File: src/rtl/core/smeu_pkg.sv
`default_nettype none
// ----------------------------------------------------------------------------
// Stack machine execute unit package
// Shared instruction, ALU and status codes, plus the queue entry type.
// ----------------------------------------------------------------------------
package smeu_pkg;

    localparam logic [3:0] ACT_PUSH   = 4'd0;
    localparam logic [3:0] ACT_LOAD   = 4'd1;
    localparam logic [3:0] ACT_STORE  = 4'd2;
    localparam logic [3:0] ACT_READ   = 4'd3;
    localparam logic [3:0] ACT_WRITE  = 4'd4;
    localparam logic [3:0] ACT_BINOP  = 4'd5;
    localparam logic [3:0] ACT_JUMP   = 4'd6;
    localparam logic [3:0] ACT_JTRUE  = 4'd7;
    localparam logic [3:0] ACT_JFALSE = 4'd8;
    localparam logic [3:0] ACT_END    = 4'd9;

    localparam logic [3:0] OP_ADD = 4'd0;
    localparam logic [3:0] OP_SUB = 4'd1;
    localparam logic [3:0] OP_MUL = 4'd2;
    localparam logic [3:0] OP_DIV = 4'd3;
    localparam logic [3:0] OP_MOD = 4'd4;
    localparam logic [3:0] OP_EQ  = 4'd5;
    localparam logic [3:0] OP_NE  = 4'd6;
    localparam logic [3:0] OP_GT  = 4'd7;
    localparam logic [3:0] OP_LT  = 4'd8;
    localparam logic [3:0] OP_GE  = 4'd9;
    localparam logic [3:0] OP_LE  = 4'd10;
    localparam logic [3:0] OP_OR  = 4'd11;
    localparam logic [3:0] OP_AND = 4'd12;

    localparam logic [2:0] ST_OK        = 3'd0;
    localparam logic [2:0] ST_UNDERFLOW = 3'd1;
    localparam logic [2:0] ST_OVERFLOW  = 3'd2;
    localparam logic [2:0] ST_UNDEF     = 3'd3;
    localparam logic [2:0] ST_DIVZERO   = 3'd4;
    localparam logic [2:0] ST_ENDED     = 3'd5;
    localparam logic [2:0] ST_STOPPED   = 3'd6;

    // Instruction beat as it travels from the front part to the back part.
    typedef struct packed {
        logic [3:0]  action;
        logic [31:0] operand_value;
        logic [3:0]  var_index;
        logic [3:0]  alu_op;
        logic [7:0]  label_id;
    } instr_t;

endpackage
`default_nettype wire

File: src/rtl/core/smeu_queue.sv
`default_nettype none
// ----------------------------------------------------------------------------
// Instruction queue
// Two-entry queue that decouples the front part from the back part.
// ----------------------------------------------------------------------------
module smeu_queue
(
    input  wire logic             clk,
    input  wire logic             rst_n,
    input  wire logic             push,
    input  wire smeu_pkg::instr_t push_data,
    output logic                  full,
    input  wire logic             pop,
    output smeu_pkg::instr_t      pop_data,
    output logic                  not_empty
);

    smeu_pkg::instr_t mem_reg [2];
    logic             wr_ptr_reg;
    logic             rd_ptr_reg;
    logic [1:0]       count_reg;

    assign full      = (count_reg == 2'd2);
    assign not_empty = (count_reg != 2'd0);
    assign pop_data  = mem_reg[rd_ptr_reg];

    always_ff @(posedge clk)
    begin
        if (push)
        begin
            mem_reg[wr_ptr_reg] <= push_data;
        end
    end

    always_ff @(posedge clk or negedge rst_n)
    begin
        if (!rst_n)
        begin
            wr_ptr_reg <= 1'b0;
            rd_ptr_reg <= 1'b0;
            count_reg  <= 2'd0;
        end
        else
        begin
            if (push)
            begin
                wr_ptr_reg <= ~wr_ptr_reg;
            end
            if (pop)
            begin
                rd_ptr_reg <= ~rd_ptr_reg;
            end
            count_reg <= count_reg + {1'b0, push} - {1'b0, pop};
        end
    end

endmodule
`default_nettype wire

File: src/rtl/core/smeu_divider.sv
`default_nettype none
// ----------------------------------------------------------------------------
// Iterative divider
// Signed restoring divider, one quotient bit per cycle, truncating toward zero.
// ----------------------------------------------------------------------------
module smeu_divider
#(
    parameter int DATA_WIDTH = 32
)
(
    input  wire logic                  clk,
    input  wire logic                  rst_n,
    input  wire logic                  start,
    input  wire logic [DATA_WIDTH-1:0] dividend,
    input  wire logic [DATA_WIDTH-1:0] divisor,
    output logic                       done,
    output logic [DATA_WIDTH-1:0]      quotient,
    output logic [DATA_WIDTH-1:0]      remainder
);

    localparam int CW = $clog2(DATA_WIDTH + 1);

    logic                  busy_reg;
    logic [CW-1:0]         cnt_reg;
    logic [DATA_WIDTH-1:0] quo_reg;
    logic [DATA_WIDTH:0]   rem_reg;
    logic [DATA_WIDTH-1:0] dsr_reg;
    logic                  qneg_reg;
    logic                  rneg_reg;
    logic                  done_reg;
    logic [DATA_WIDTH:0]   shifted;
    logic [DATA_WIDTH:0]   diff;

    assign shifted = {rem_reg[DATA_WIDTH-1:0], quo_reg[DATA_WIDTH-1]};
    assign diff    = shifted - {1'b0, dsr_reg};
    assign done    = done_reg;
    assign quotient  = qneg_reg ? (~quo_reg + 1'b1) : quo_reg;
    assign remainder = rneg_reg ? (~rem_reg[DATA_WIDTH-1:0] + 1'b1)
                                : rem_reg[DATA_WIDTH-1:0];

    always_ff @(posedge clk)
    begin
        if (start)
        begin
            quo_reg  <= dividend[DATA_WIDTH-1] ? (~dividend + 1'b1) : dividend;
            dsr_reg  <= divisor[DATA_WIDTH-1] ? (~divisor + 1'b1) : divisor;
            rem_reg  <= '0;
            qneg_reg <= dividend[DATA_WIDTH-1] ^ divisor[DATA_WIDTH-1];
            rneg_reg <= dividend[DATA_WIDTH-1];
        end
        else if (busy_reg)
        begin
            if (!diff[DATA_WIDTH])
            begin
                rem_reg <= diff;
                quo_reg <= {quo_reg[DATA_WIDTH-2:0], 1'b1};
            end
            else
            begin
                rem_reg <= shifted;
                quo_reg <= {quo_reg[DATA_WIDTH-2:0], 1'b0};
            end
        end
    end

    always_ff @(posedge clk or negedge rst_n)
    begin
        if (!rst_n)
        begin
            busy_reg <= 1'b0;
            cnt_reg  <= '0;
            done_reg <= 1'b0;
        end
        else
        begin
            done_reg <= 1'b0;
            if (start)
            begin
                busy_reg <= 1'b1;
                cnt_reg  <= CW'(DATA_WIDTH);
            end
            else if (busy_reg)
            begin
                cnt_reg <= cnt_reg - 1'b1;
                if (cnt_reg == CW'(1))
                begin
                    busy_reg <= 1'b0;
                    done_reg <= 1'b1;
                end
            end
        end
    end

endmodule
`default_nettype wire

File: src/rtl/core/smeu_back.sv
`default_nettype none
// ----------------------------------------------------------------------------
// Execute back part
// Sequencer that owns the operand stack, the variable file and the ALU.
// ----------------------------------------------------------------------------
module smeu_back
#(
    parameter int STACK_DEPTH   = 64,
    parameter int NUM_VARIABLES = 16,
    parameter int DATA_WIDTH    = 32
)
(
    input  wire logic               clk,
    input  wire logic               rst_n,
    input  wire logic               q_valid,
    input  wire smeu_pkg::instr_t   q_data,
    output logic                    q_pop,
    output logic                    out_valid,
    input  wire logic               out_stall,
    output logic [31:0]             write_value,
    output logic                    write_valid,
    output logic                    branch_taken,
    output logic [7:0]              branch_label,
    output logic [2:0]              status
);

    localparam int SPW = $clog2(STACK_DEPTH);
    localparam int CNW = $clog2(STACK_DEPTH + 1);
    localparam int VIW = (NUM_VARIABLES > 1) ? $clog2(NUM_VARIABLES) : 1;

    localparam logic [2:0] S_IDLE = 3'd0;
    localparam logic [2:0] S_RD1  = 3'd1;
    localparam logic [2:0] S_RD2  = 3'd2;
    localparam logic [2:0] S_EXEC = 3'd3;
    localparam logic [2:0] S_MUL  = 3'd4;
    localparam logic [2:0] S_DIV  = 3'd5;
    localparam logic [2:0] S_OUT  = 3'd6;

    logic [DATA_WIDTH-1:0] stack_mem [STACK_DEPTH];
    logic [DATA_WIDTH-1:0] var_mem [NUM_VARIABLES];

    logic [2:0]             state_reg;
    logic [CNW-1:0]         count_reg;
    logic [NUM_VARIABLES-1:0] vvalid_reg;
    logic [1:0]             run_reg;
    smeu_pkg::instr_t       ins_reg;
    logic [DATA_WIDTH-1:0]  b_reg;
    logic [DATA_WIDTH-1:0]  a_reg;
    logic [DATA_WIDTH-1:0]  rd_data_reg;
    logic [DATA_WIDTH-1:0]  var_rd_reg;
    logic [DATA_WIDTH-1:0]  prod_reg;
    logic                   out_valid_reg;
    logic [31:0]            wv_reg;
    logic                   wval_reg;
    logic                   bt_reg;
    logic [7:0]             bl_reg;
    logic [2:0]             st_reg;

    logic [SPW-1:0]         rd_addr;
    logic                   vi_ok;
    logic [VIW-1:0]         vi;
    logic                   div_start;
    logic                   div_done;
    logic [DATA_WIDTH-1:0]  div_q;
    logic [DATA_WIDTH-1:0]  div_r;
    logic [DATA_WIDTH-1:0]  opv;
    logic                   st_we;
    logic [SPW-1:0]         st_addr;
    logic [DATA_WIDTH-1:0]  st_wdata;
    logic [DATA_WIDTH-1:0]  alu_res;
    logic signed [DATA_WIDTH-1:0] sa;
    logic signed [DATA_WIDTH-1:0] sb;

    assign vi    = VIW'(ins_reg.var_index);
    assign vi_ok = ({5'd0, ins_reg.var_index} < 9'(NUM_VARIABLES));
    assign opv   = DATA_WIDTH'($signed(ins_reg.operand_value));
    assign sa    = $signed(a_reg);
    assign sb    = $signed(b_reg);

    assign out_valid    = out_valid_reg;
    assign write_value  = wv_reg;
    assign write_valid  = wval_reg;
    assign branch_taken = bt_reg;
    assign branch_label = bl_reg;
    assign status       = st_reg;
    // The next instruction is taken only once the previous result has left,
    // so the result registers never change under a waiting beat.
    assign q_pop        = (state_reg == S_IDLE) && q_valid && !out_valid_reg;

    always_comb
    begin
        rd_addr = SPW'(count_reg - 1'b1);
        if (state_reg == S_RD1)
        begin
            rd_addr = SPW'(count_reg - 2'd2);
        end
    end

    always_comb
    begin
        alu_res = '0;
        case (ins_reg.alu_op)
            smeu_pkg::OP_ADD: alu_res = a_reg + b_reg;
            smeu_pkg::OP_SUB: alu_res = a_reg - b_reg;
            smeu_pkg::OP_EQ:  alu_res = DATA_WIDTH'(sa == sb);
            smeu_pkg::OP_NE:  alu_res = DATA_WIDTH'(sa != sb);
            smeu_pkg::OP_GT:  alu_res = DATA_WIDTH'(sa > sb);
            smeu_pkg::OP_LT:  alu_res = DATA_WIDTH'(sa < sb);
            smeu_pkg::OP_GE:  alu_res = DATA_WIDTH'(sa >= sb);
            smeu_pkg::OP_LE:  alu_res = DATA_WIDTH'(sa <= sb);
            smeu_pkg::OP_OR:  alu_res = DATA_WIDTH'((a_reg != '0) || (b_reg != '0));
            smeu_pkg::OP_AND: alu_res = DATA_WIDTH'((a_reg != '0) && (b_reg != '0));
            default:          alu_res = '0;
        endcase
    end

    smeu_divider #(
        .DATA_WIDTH (DATA_WIDTH)
    ) u_div (
        .clk       (clk),
        .rst_n     (rst_n),
        .start     (div_start),
        .dividend  (a_reg),
        .divisor   (b_reg),
        .done      (div_done),
        .quotient  (div_q),
        .remainder (div_r)
    );

    // Stack and variable memories, one write port each.
    always_ff @(posedge clk)
    begin
        rd_data_reg <= stack_mem[rd_addr];
        var_rd_reg  <= var_mem[vi];
        if (st_we)
        begin
            stack_mem[st_addr] <= st_wdata;
        end
        if ((state_reg == S_EXEC) && (run_reg == 2'd0)
            && (ins_reg.action == smeu_pkg::ACT_STORE) && (count_reg != '0) && vi_ok)
        begin
            var_mem[vi] <= b_reg;
        end
    end

    always_ff @(posedge clk)
    begin
        if (state_reg == S_RD1)
        begin
            b_reg <= rd_data_reg;
        end
        if (state_reg == S_RD2)
        begin
            a_reg <= rd_data_reg;
        end
        if (state_reg == S_EXEC)
        begin
            prod_reg <= a_reg * b_reg;
        end
    end

    always_comb
    begin
        div_start = 1'b0;
        st_we     = 1'b0;
        st_addr   = SPW'(count_reg);
        st_wdata  = opv;
        if ((state_reg == S_EXEC) && (run_reg == 2'd0))
        begin
            case (ins_reg.action)
                smeu_pkg::ACT_PUSH, smeu_pkg::ACT_READ:
                begin
                    st_we = (count_reg < CNW'(STACK_DEPTH));
                end
                smeu_pkg::ACT_LOAD:
                begin
                    st_we    = vi_ok && vvalid_reg[vi] && (count_reg < CNW'(STACK_DEPTH));
                    st_wdata = var_rd_reg;
                end
                smeu_pkg::ACT_BINOP:
                begin
                    st_addr  = SPW'(count_reg - 2'd2);
                    st_wdata = alu_res;
                    if (count_reg >= CNW'(2))
                    begin
                        if (ins_reg.alu_op == smeu_pkg::OP_DIV
                            || ins_reg.alu_op == smeu_pkg::OP_MOD)
                        begin
                            st_we     = 1'b0;
                            div_start = (b_reg != '0) && (b_reg != '1);
                        end
                        else
                        begin
                            st_we = (ins_reg.alu_op != smeu_pkg::OP_MUL);
                        end
                    end
                end
                default:
                begin
                    st_we = 1'b0;
                end
            endcase
        end
        else if (state_reg == S_MUL)
        begin
            // Multiply, or a divisor of minus one: the product with an
            // all-ones divisor is the negated dividend, and the remainder is 0.
            st_we    = 1'b1;
            st_addr  = SPW'(count_reg - 1'b1);
            st_wdata = (ins_reg.alu_op == smeu_pkg::OP_MOD) ? '0 : prod_reg;
        end
        else if ((state_reg == S_DIV) && div_done)
        begin
            st_we    = 1'b1;
            st_addr  = SPW'(count_reg - 1'b1);
            st_wdata = (ins_reg.alu_op == smeu_pkg::OP_DIV) ? div_q : div_r;
        end
    end

    always_ff @(posedge clk or negedge rst_n)
    begin
        if (!rst_n)
        begin
            state_reg     <= S_IDLE;
            count_reg     <= '0;
            vvalid_reg    <= '0;
            run_reg       <= 2'd0;
            out_valid_reg <= 1'b0;
            ins_reg       <= '0;
            wv_reg        <= '0;
            wval_reg      <= 1'b0;
            bt_reg        <= 1'b0;
            bl_reg        <= '0;
            st_reg        <= smeu_pkg::ST_OK;
        end
        else
        begin
            case (state_reg)
                S_IDLE:
                begin
                    if (q_pop)
                    begin
                        ins_reg   <= q_data;
                        state_reg <= S_RD1;
                    end
                end
                S_RD1:
                begin
                    state_reg <= S_RD2;
                end
                S_RD2:
                begin
                    state_reg <= S_EXEC;
                end
                S_EXEC:
                begin
                    wv_reg    <= '0;
                    wval_reg  <= 1'b0;
                    bt_reg    <= 1'b0;
                    bl_reg    <= '0;
                    st_reg    <= smeu_pkg::ST_OK;
                    state_reg <= S_OUT;
                    if (run_reg != 2'd0)
                    begin
                        st_reg <= smeu_pkg::ST_STOPPED;
                    end
                    else
                    begin
                        case (ins_reg.action)
                            smeu_pkg::ACT_PUSH, smeu_pkg::ACT_READ:
                            begin
                                if (count_reg >= CNW'(STACK_DEPTH))
                                begin
                                    st_reg  <= smeu_pkg::ST_OVERFLOW;
                                    run_reg <= 2'd2;
                                end
                                else
                                begin
                                    count_reg <= count_reg + 1'b1;
                                end
                            end
                            smeu_pkg::ACT_LOAD:
                            begin
                                if (!vi_ok || !vvalid_reg[vi])
                                begin
                                    st_reg  <= smeu_pkg::ST_UNDEF;
                                    run_reg <= 2'd2;
                                end
                                else if (count_reg >= CNW'(STACK_DEPTH))
                                begin
                                    st_reg  <= smeu_pkg::ST_OVERFLOW;
                                    run_reg <= 2'd2;
                                end
                                else
                                begin
                                    count_reg <= count_reg + 1'b1;
                                end
                            end
                            smeu_pkg::ACT_STORE, smeu_pkg::ACT_WRITE,
                            smeu_pkg::ACT_JTRUE, smeu_pkg::ACT_JFALSE:
                            begin
                                if (count_reg == '0)
                                begin
                                    st_reg  <= smeu_pkg::ST_UNDERFLOW;
                                    run_reg <= 2'd2;
                                end
                                else
                                begin
                                    count_reg <= count_reg - 1'b1;
                                    if (ins_reg.action == smeu_pkg::ACT_STORE && vi_ok)
                                    begin
                                        vvalid_reg[vi] <= 1'b1;
                                    end
                                    if (ins_reg.action == smeu_pkg::ACT_WRITE)
                                    begin
                                        wv_reg   <= 32'($signed(b_reg));
                                        wval_reg <= 1'b1;
                                    end
                                    if ((ins_reg.action == smeu_pkg::ACT_JTRUE)
                                        == (b_reg != '0)
                                        && ins_reg.action != smeu_pkg::ACT_STORE
                                        && ins_reg.action != smeu_pkg::ACT_WRITE)
                                    begin
                                        bt_reg <= 1'b1;
                                        bl_reg <= ins_reg.label_id;
                                    end
                                end
                            end
                            smeu_pkg::ACT_BINOP:
                            begin
                                if (count_reg < CNW'(2))
                                begin
                                    st_reg  <= smeu_pkg::ST_UNDERFLOW;
                                    run_reg <= 2'd2;
                                end
                                else if ((ins_reg.alu_op == smeu_pkg::OP_DIV
                                          || ins_reg.alu_op == smeu_pkg::OP_MOD)
                                         && b_reg == '0)
                                begin
                                    st_reg  <= smeu_pkg::ST_DIVZERO;
                                    run_reg <= 2'd2;
                                end
                                else
                                begin
                                    count_reg <= count_reg - 1'b1;
                                    if (ins_reg.alu_op == smeu_pkg::OP_MUL)
                                    begin
                                        state_reg <= S_MUL;
                                    end
                                    else if (ins_reg.alu_op == smeu_pkg::OP_DIV
                                             || ins_reg.alu_op == smeu_pkg::OP_MOD)
                                    begin
                                        if (b_reg == '1)
                                        begin
                                            // Divisor of minus one: negate or zero.
                                            state_reg <= S_MUL;
                                        end
                                        else
                                        begin
                                            state_reg <= S_DIV;
                                        end
                                    end
                                end
                            end
                            smeu_pkg::ACT_JUMP:
                            begin
                                bt_reg <= 1'b1;
                                bl_reg <= ins_reg.label_id;
                            end
                            smeu_pkg::ACT_END:
                            begin
                                st_reg  <= smeu_pkg::ST_ENDED;
                                run_reg <= 2'd1;
                            end
                            default:
                            begin
                                st_reg <= smeu_pkg::ST_OK;
                            end
                        endcase
                    end
                end
                S_MUL:
                begin
                    state_reg <= S_OUT;
                end
                S_DIV:
                begin
                    if (div_done)
                    begin
                        state_reg <= S_OUT;
                    end
                end
                S_OUT:
                begin
                    if (!out_valid_reg)
                    begin
                        out_valid_reg <= 1'b1;
                        state_reg     <= S_IDLE;
                    end
                end
                default:
                begin
                    state_reg <= S_IDLE;
                end
            endcase
            if (out_valid_reg && !out_stall)
            begin
                out_valid_reg <= 1'b0;
            end
        end
    end

endmodule
`default_nettype wire

File: src/rtl/core/stack_machine_execute_unit_top.sv
`default_nettype none
// ----------------------------------------------------------------------------
// Stack machine execute unit
// Executes decoded stack-machine instructions, one result beat per beat in.
// ----------------------------------------------------------------------------
// Each input beat is one decoded instruction and yields exactly one result
// beat carrying a written value, a taken branch, and a status. The front part
// takes beats into a two-entry queue; the back part reads the top two stack
// entries in its RD1 and RD2 states, executes, and parks the result in an
// output register, so a new instruction can queue while a result waits. The
// back part takes its next instruction only after the previous result beat
// has been accepted. Most instructions visit IDLE, RD1, RD2, EXEC and OUT;
// multiply and a minus-one divisor add a MUL state, other divides a DIV
// state that waits for the one-bit-per-cycle divider. After an error or an
// end instruction every further beat answers "stopped earlier" until reset.
// ----------------------------------------------------------------------------
module stack_machine_execute_unit_top
#(
    parameter int STACK_DEPTH   = 64,
    parameter int NUM_VARIABLES = 16,
    parameter int DATA_WIDTH    = 32
)
(
    input  wire logic        clk,
    input  wire logic        rst_n,
    input  wire logic        in_valid,
    output logic             in_stall,
    input  wire logic [3:0]  action,
    input  wire logic [31:0] operand_value,
    input  wire logic [3:0]  var_index,
    input  wire logic [3:0]  alu_op,
    input  wire logic [7:0]  label_id,
    output logic             out_valid,
    input  wire logic        out_stall,
    output logic [31:0]      write_value,
    output logic             write_valid,
    output logic             branch_taken,
    output logic [7:0]       branch_label,
    output logic [2:0]       status
);

    smeu_pkg::instr_t in_beat;
    smeu_pkg::instr_t q_data;
    logic             q_full;
    logic             q_valid;
    logic             q_pop;
    logic             in_fire;

    // Front part: pack the fields into one instruction beat.
    assign in_beat.action        = action;
    assign in_beat.operand_value = operand_value;
    assign in_beat.var_index     = var_index;
    assign in_beat.alu_op        = alu_op;
    assign in_beat.label_id      = label_id;
    assign in_stall = q_full;
    assign in_fire  = in_valid && !q_full;

    smeu_queue u_queue (
        .clk       (clk),
        .rst_n     (rst_n),
        .push      (in_fire),
        .push_data (in_beat),
        .full      (q_full),
        .pop       (q_pop),
        .pop_data  (q_data),
        .not_empty (q_valid)
    );

    smeu_back #(
        .STACK_DEPTH   (STACK_DEPTH),
        .NUM_VARIABLES (NUM_VARIABLES),
        .DATA_WIDTH    (DATA_WIDTH)
    ) u_back (
        .clk          (clk),
        .rst_n        (rst_n),
        .q_valid      (q_valid),
        .q_data       (q_data),
        .q_pop        (q_pop),
        .out_valid    (out_valid),
        .out_stall    (out_stall),
        .write_value  (write_value),
        .write_valid  (write_valid),
        .branch_taken (branch_taken),
        .branch_label (branch_label),
        .status       (status)
    );

`ifndef SYNTHESIS
    // A written value only comes with an ok status.
    assert property (@(posedge clk) disable iff (!rst_n)
        out_valid && write_valid |-> status == smeu_pkg::ST_OK)
        else $error("write_valid with non-ok status");

    // Write and branch never report together.
    assert property (@(posedge clk) disable iff (!rst_n)
        out_valid |-> !(write_valid && branch_taken))
        else $error("write and branch in one result");

    // The queue never pops when empty.
    assert property (@(posedge clk) disable iff (!rst_n)
        q_pop |-> q_valid)
        else $error("queue popped while empty");
`endif

endmodule
`default_nettype wire
File: config.mk
export PLATFORM = sky130hd
export DESIGN_NAME = stack_machine_execute_unit_top
export DESIGN_NICKNAME = d
export VERILOG_FILES = /design/src/rtl/core/smeu_pkg.sv /design/src/rtl/core/smeu_queue.sv /design/src/rtl/core/smeu_divider.sv /design/src/rtl/core/smeu_back.sv /design/src/rtl/core/stack_machine_execute_unit_top.sv
export SDC_FILE = /design/constraint.sdc
export NUM_CORES = 2
export LEC_CHECK = 0
export BUFFER_PORTS_ARGS = -buffer_cell sky130_fd_sc_hd__buf_2
export CORE_ASPECT_RATIO = 0.75
export CORE_UTILIZATION = 40
export DETAILED_ROUTE_END_ITERATION = 16
export PLACE_DENSITY = 0.64
export SYNTH_ARGS = -nofsm -noshare
export SYNTH_HDL_FRONTEND = slang
export SYNTH_HIERARCHICAL = 1
export SYNTH_SLANG_ARGS = --single-unit
File: constraint.sdc
create_clock -name clk -period 12.8 [get_ports clk]
set_input_delay 1.28 -clock clk [delete_from_list [all_inputs] [get_ports clk]]
set_output_delay 1.28 -clock clk [all_outputs]
set_load 0.02 [all_outputs]
==> metrics.md <==
| Metric | Value |
|---|---|
| First-pass GRT wire length | slightly above 600 mm |
| Gpl congestion | 0.963 |
| Commonest non-fill, non-tap cell in the layout | edfxtp_1 |
| Fraction of layout instances using a drive strength above 1 | 19.5% |
| Startpoint Class | flop |
| H-tree depth | 5 |
| Worst Reg-to-Reg Cells | 21 |
| Core region area | roughly 350000 um^2 |
| Die area | 356000 um^2 |
| TritonCTS clock tree | built |
| Total clock sinks | a little over 3k |
| Routed vias | about 80k |
| Via density | roughly 6.0 |
| Post-synth EDFFs | 2826 |
| Worst-path maximum fanout | 48 |
| Worst-Margin Slew | 1430 ps |
| Post-CTS setup buffer count | 0 |
| Fillers | 30.1k |
| Final setup vio count | 0 |
| Post-CTS sizing | 0 |
| R2R Path Start | u_back/b_reg[6] |
| Final min period | around 8000 ps |
| Placed Area | between 100000 and 150000 um^2 |
| Non-filler cells, final | 13.7k |
| Fin area | between 150000 and 200000 um^2 |
| Detailed Route WL | around 440 mm |
| Mapped Area | 142000 um^2 |
| Setup TNS | 0 ps |
| Worst hold slack | approximately 320 ps |
| Net Count, Synth | 9304 |
| Number of global-route vias before repair | ~81k |
| Fin crit share | 62.9% |
| Per-cell routed wire length | 32.4 um |
| Total global-route track usage | 24.7% |
| Run status | finished, final reports clean |
| CTS Buffer Depth | 4 |
| Crit Path Category | reg2reg |
| Initial antenna violation count | 43 |
| Worst slew margin | ~3.9% |
| Top_reg_cell synth | edfxtp_1 |
| Worst skew pair latency | roughly 990 ps |
| Post-Synthesis Cells | 8604 |
| HPWL after DPL | 279 mm |
| Drt pass-1 iters | 8 |
| DR DRC count | 0 |
| CTS clock-pin slew for the worst setup and hold paths | 70 ps |
| Syn Area/Cell | roughly 16 um^2 |
| Crit path DAT | 8710 ps |
| Final hold violations | 0 |
| Max reg flops | ~2.0k |
| Die width | between 600 and 700 um |
| Worst setup EP type | flop |
| ANT nets after route | 0 |
| Synth-to-layout area growth | 12.3% |
| Async S/R FF share, synth | 4.51% |
| Number of distinct library cells after synthesis | 94 |
| Starting DRT DRC Count | 11.5k |
| Fmax achieved | roughly 0.12 GHz |
| Sequential Area | 90300 um^2 |
| Hold buffers post-CTS | 0 |
| Worst Clk Skew | 118 ps |
| GRT overflow | 0 |
| WP data required | between 10000 and 15000 ps |
| Yosys reg bits | 3060 |
| Top Ports | between 100 and 150 |
| Final net count | 9497 |
| Most frequent cells in the layout | 2826 x edfxtp_1, 709 x mux4_2, 532 x nand2_1 |
| RSZ-0062 raised after global routing | no |
| Max Cap Viol | 0 |
| Area of the multi-input gates | 48600 um^2 |
| Register area share after synthesis | 63.7% |
| Root Driver | clkbuf_16 |
| Initial core utilization | between 40% and 50% |
| DIE HEIGHT | around 520 um |
| Synth Warn # | 6 |
| Largest net degree at the start of global routing | about 130 |
| Terminus of the critical flop-to-flop path | u_back/prod_reg[30] |
| Max Transition Viols Final | 0 |
| Hold crit path type | in2async |
| Total CTS buffers | 300 |
| Num rows | 188 |
| Number of port buffers | 102 |
| Placed insts | 13.1k |
| Flop2flop setup slack | 4740 ps |
[cell usage after synthesis (161+ instances only)]
cell | n | area, um^2
mux4_2 | 709 | 16000
xnor2_1 | 186 | 1630
inv_1 | 510 | 1910
nor2b_1 | 161 | 1010
a21oi_1 | 300 | 1500
fa_1 | 411 | 8230
and2_1 | 269 | 1680
nor2_1 | 315 | 1180
nand2_1 | 535 | 2010
ha_1 | 233 | 2920
a211oi_1 | 164 | 1230
mux2i_1 | 181 | 1810
clkbuf_1 | 342 | 1280
edfxtp_1 | 2826 | 84900
[layer usage]
layer	track usage, %	share of wire, %	vias up
met3	6.06	11	725
met1	36.1	42	43600
met5	0	0.015	-
met4	9.25	4.2	10
li1	-	-	33300
met2	35.6	43	4638
[critical path, stage by stage, from the launching register on]
cell	delay [ps]
edfxtp_1	350
buf_4	580
ha_1	480
fa_1	510
fa_1	520
inv_1	50
fa_1	480
fa_1	510
inv_1	50
ha_1	270
ha_1	300
fa_1	520
fa_1	420
ha_1	380
o21a_1	170
o21ai_0	90
a22oi_1	560
a21oi_1	310
o31ai_1	600
a211oi_1	240
a21oi_1	240
xor2_1	90
[metrics by stage]
| stage | utilization, % | worst slack, ps |
|---|---|---|
| after floorplan | - | 5490 |
| after global placement | 42.5 | 5070 |
| after detailed placement | 42.5 | 4930 |
| after CTS | 45.3 | 4930 |
| after global routing | 45.3 | 4590 |
| final | 45.3 | 4740 |
[worst max-delay path by stage]
stage | from | end | slack, ps | cells past startpoint
detailed placement | u_back/b_reg[6] | u_back/prod_reg[30] | 4930 | 21
global placement | u_back/b_reg[9] | u_back/prod_reg[31] | 5070 | 24
finish | u_back/b_reg[6] | u_back/prod_reg[30] | 4740 | 21
global route | u_back/b_reg[9] | u_back/prod_reg[31] | 4590 | 24
CTS | u_back/b_reg[6] | u_back/prod_reg[30] | 4930 | 21
floorplan | u_back/b_reg[6] | u_back/prod_reg[25] | 5490 | 22
[area by class of cell]
type / count / area share (%)
Antenna cell: 17 / 0.0267
Timing Repair Buffer: 366 / 1.65
Sequential cell: 3060 / 56.7
Clock inverter: 146 / 1.04
Tap cell: 4655 / 3.66
Multi-Input combinational cell: 4557 / 30.5
Clock buffer: 402 / 5.13
Inverter: 512 / 1.21
[logic make-up after synthesis]
| kind of cell | count (synthesis) | share of synthesized area (%) |
|---|---|---|
| AO/OA/AOI/OAI | 1066 | 5.07 |
| XOR/XNOR | 262 | 1.63 |
| adder cells (fa/ha/maj) | 645 | 7.88 |
| buffers and inverters | 987 | 2.80 |
| flip-flops | 3060 | 63.7 |
| multiplexers | 943 | 13.1 |
| AND/OR/NAND/NOR | 1641 | 5.80 |
Power is not shown: default switching activity piles up to over one toggle a cycle in this logic, so the estimate is an artifact.
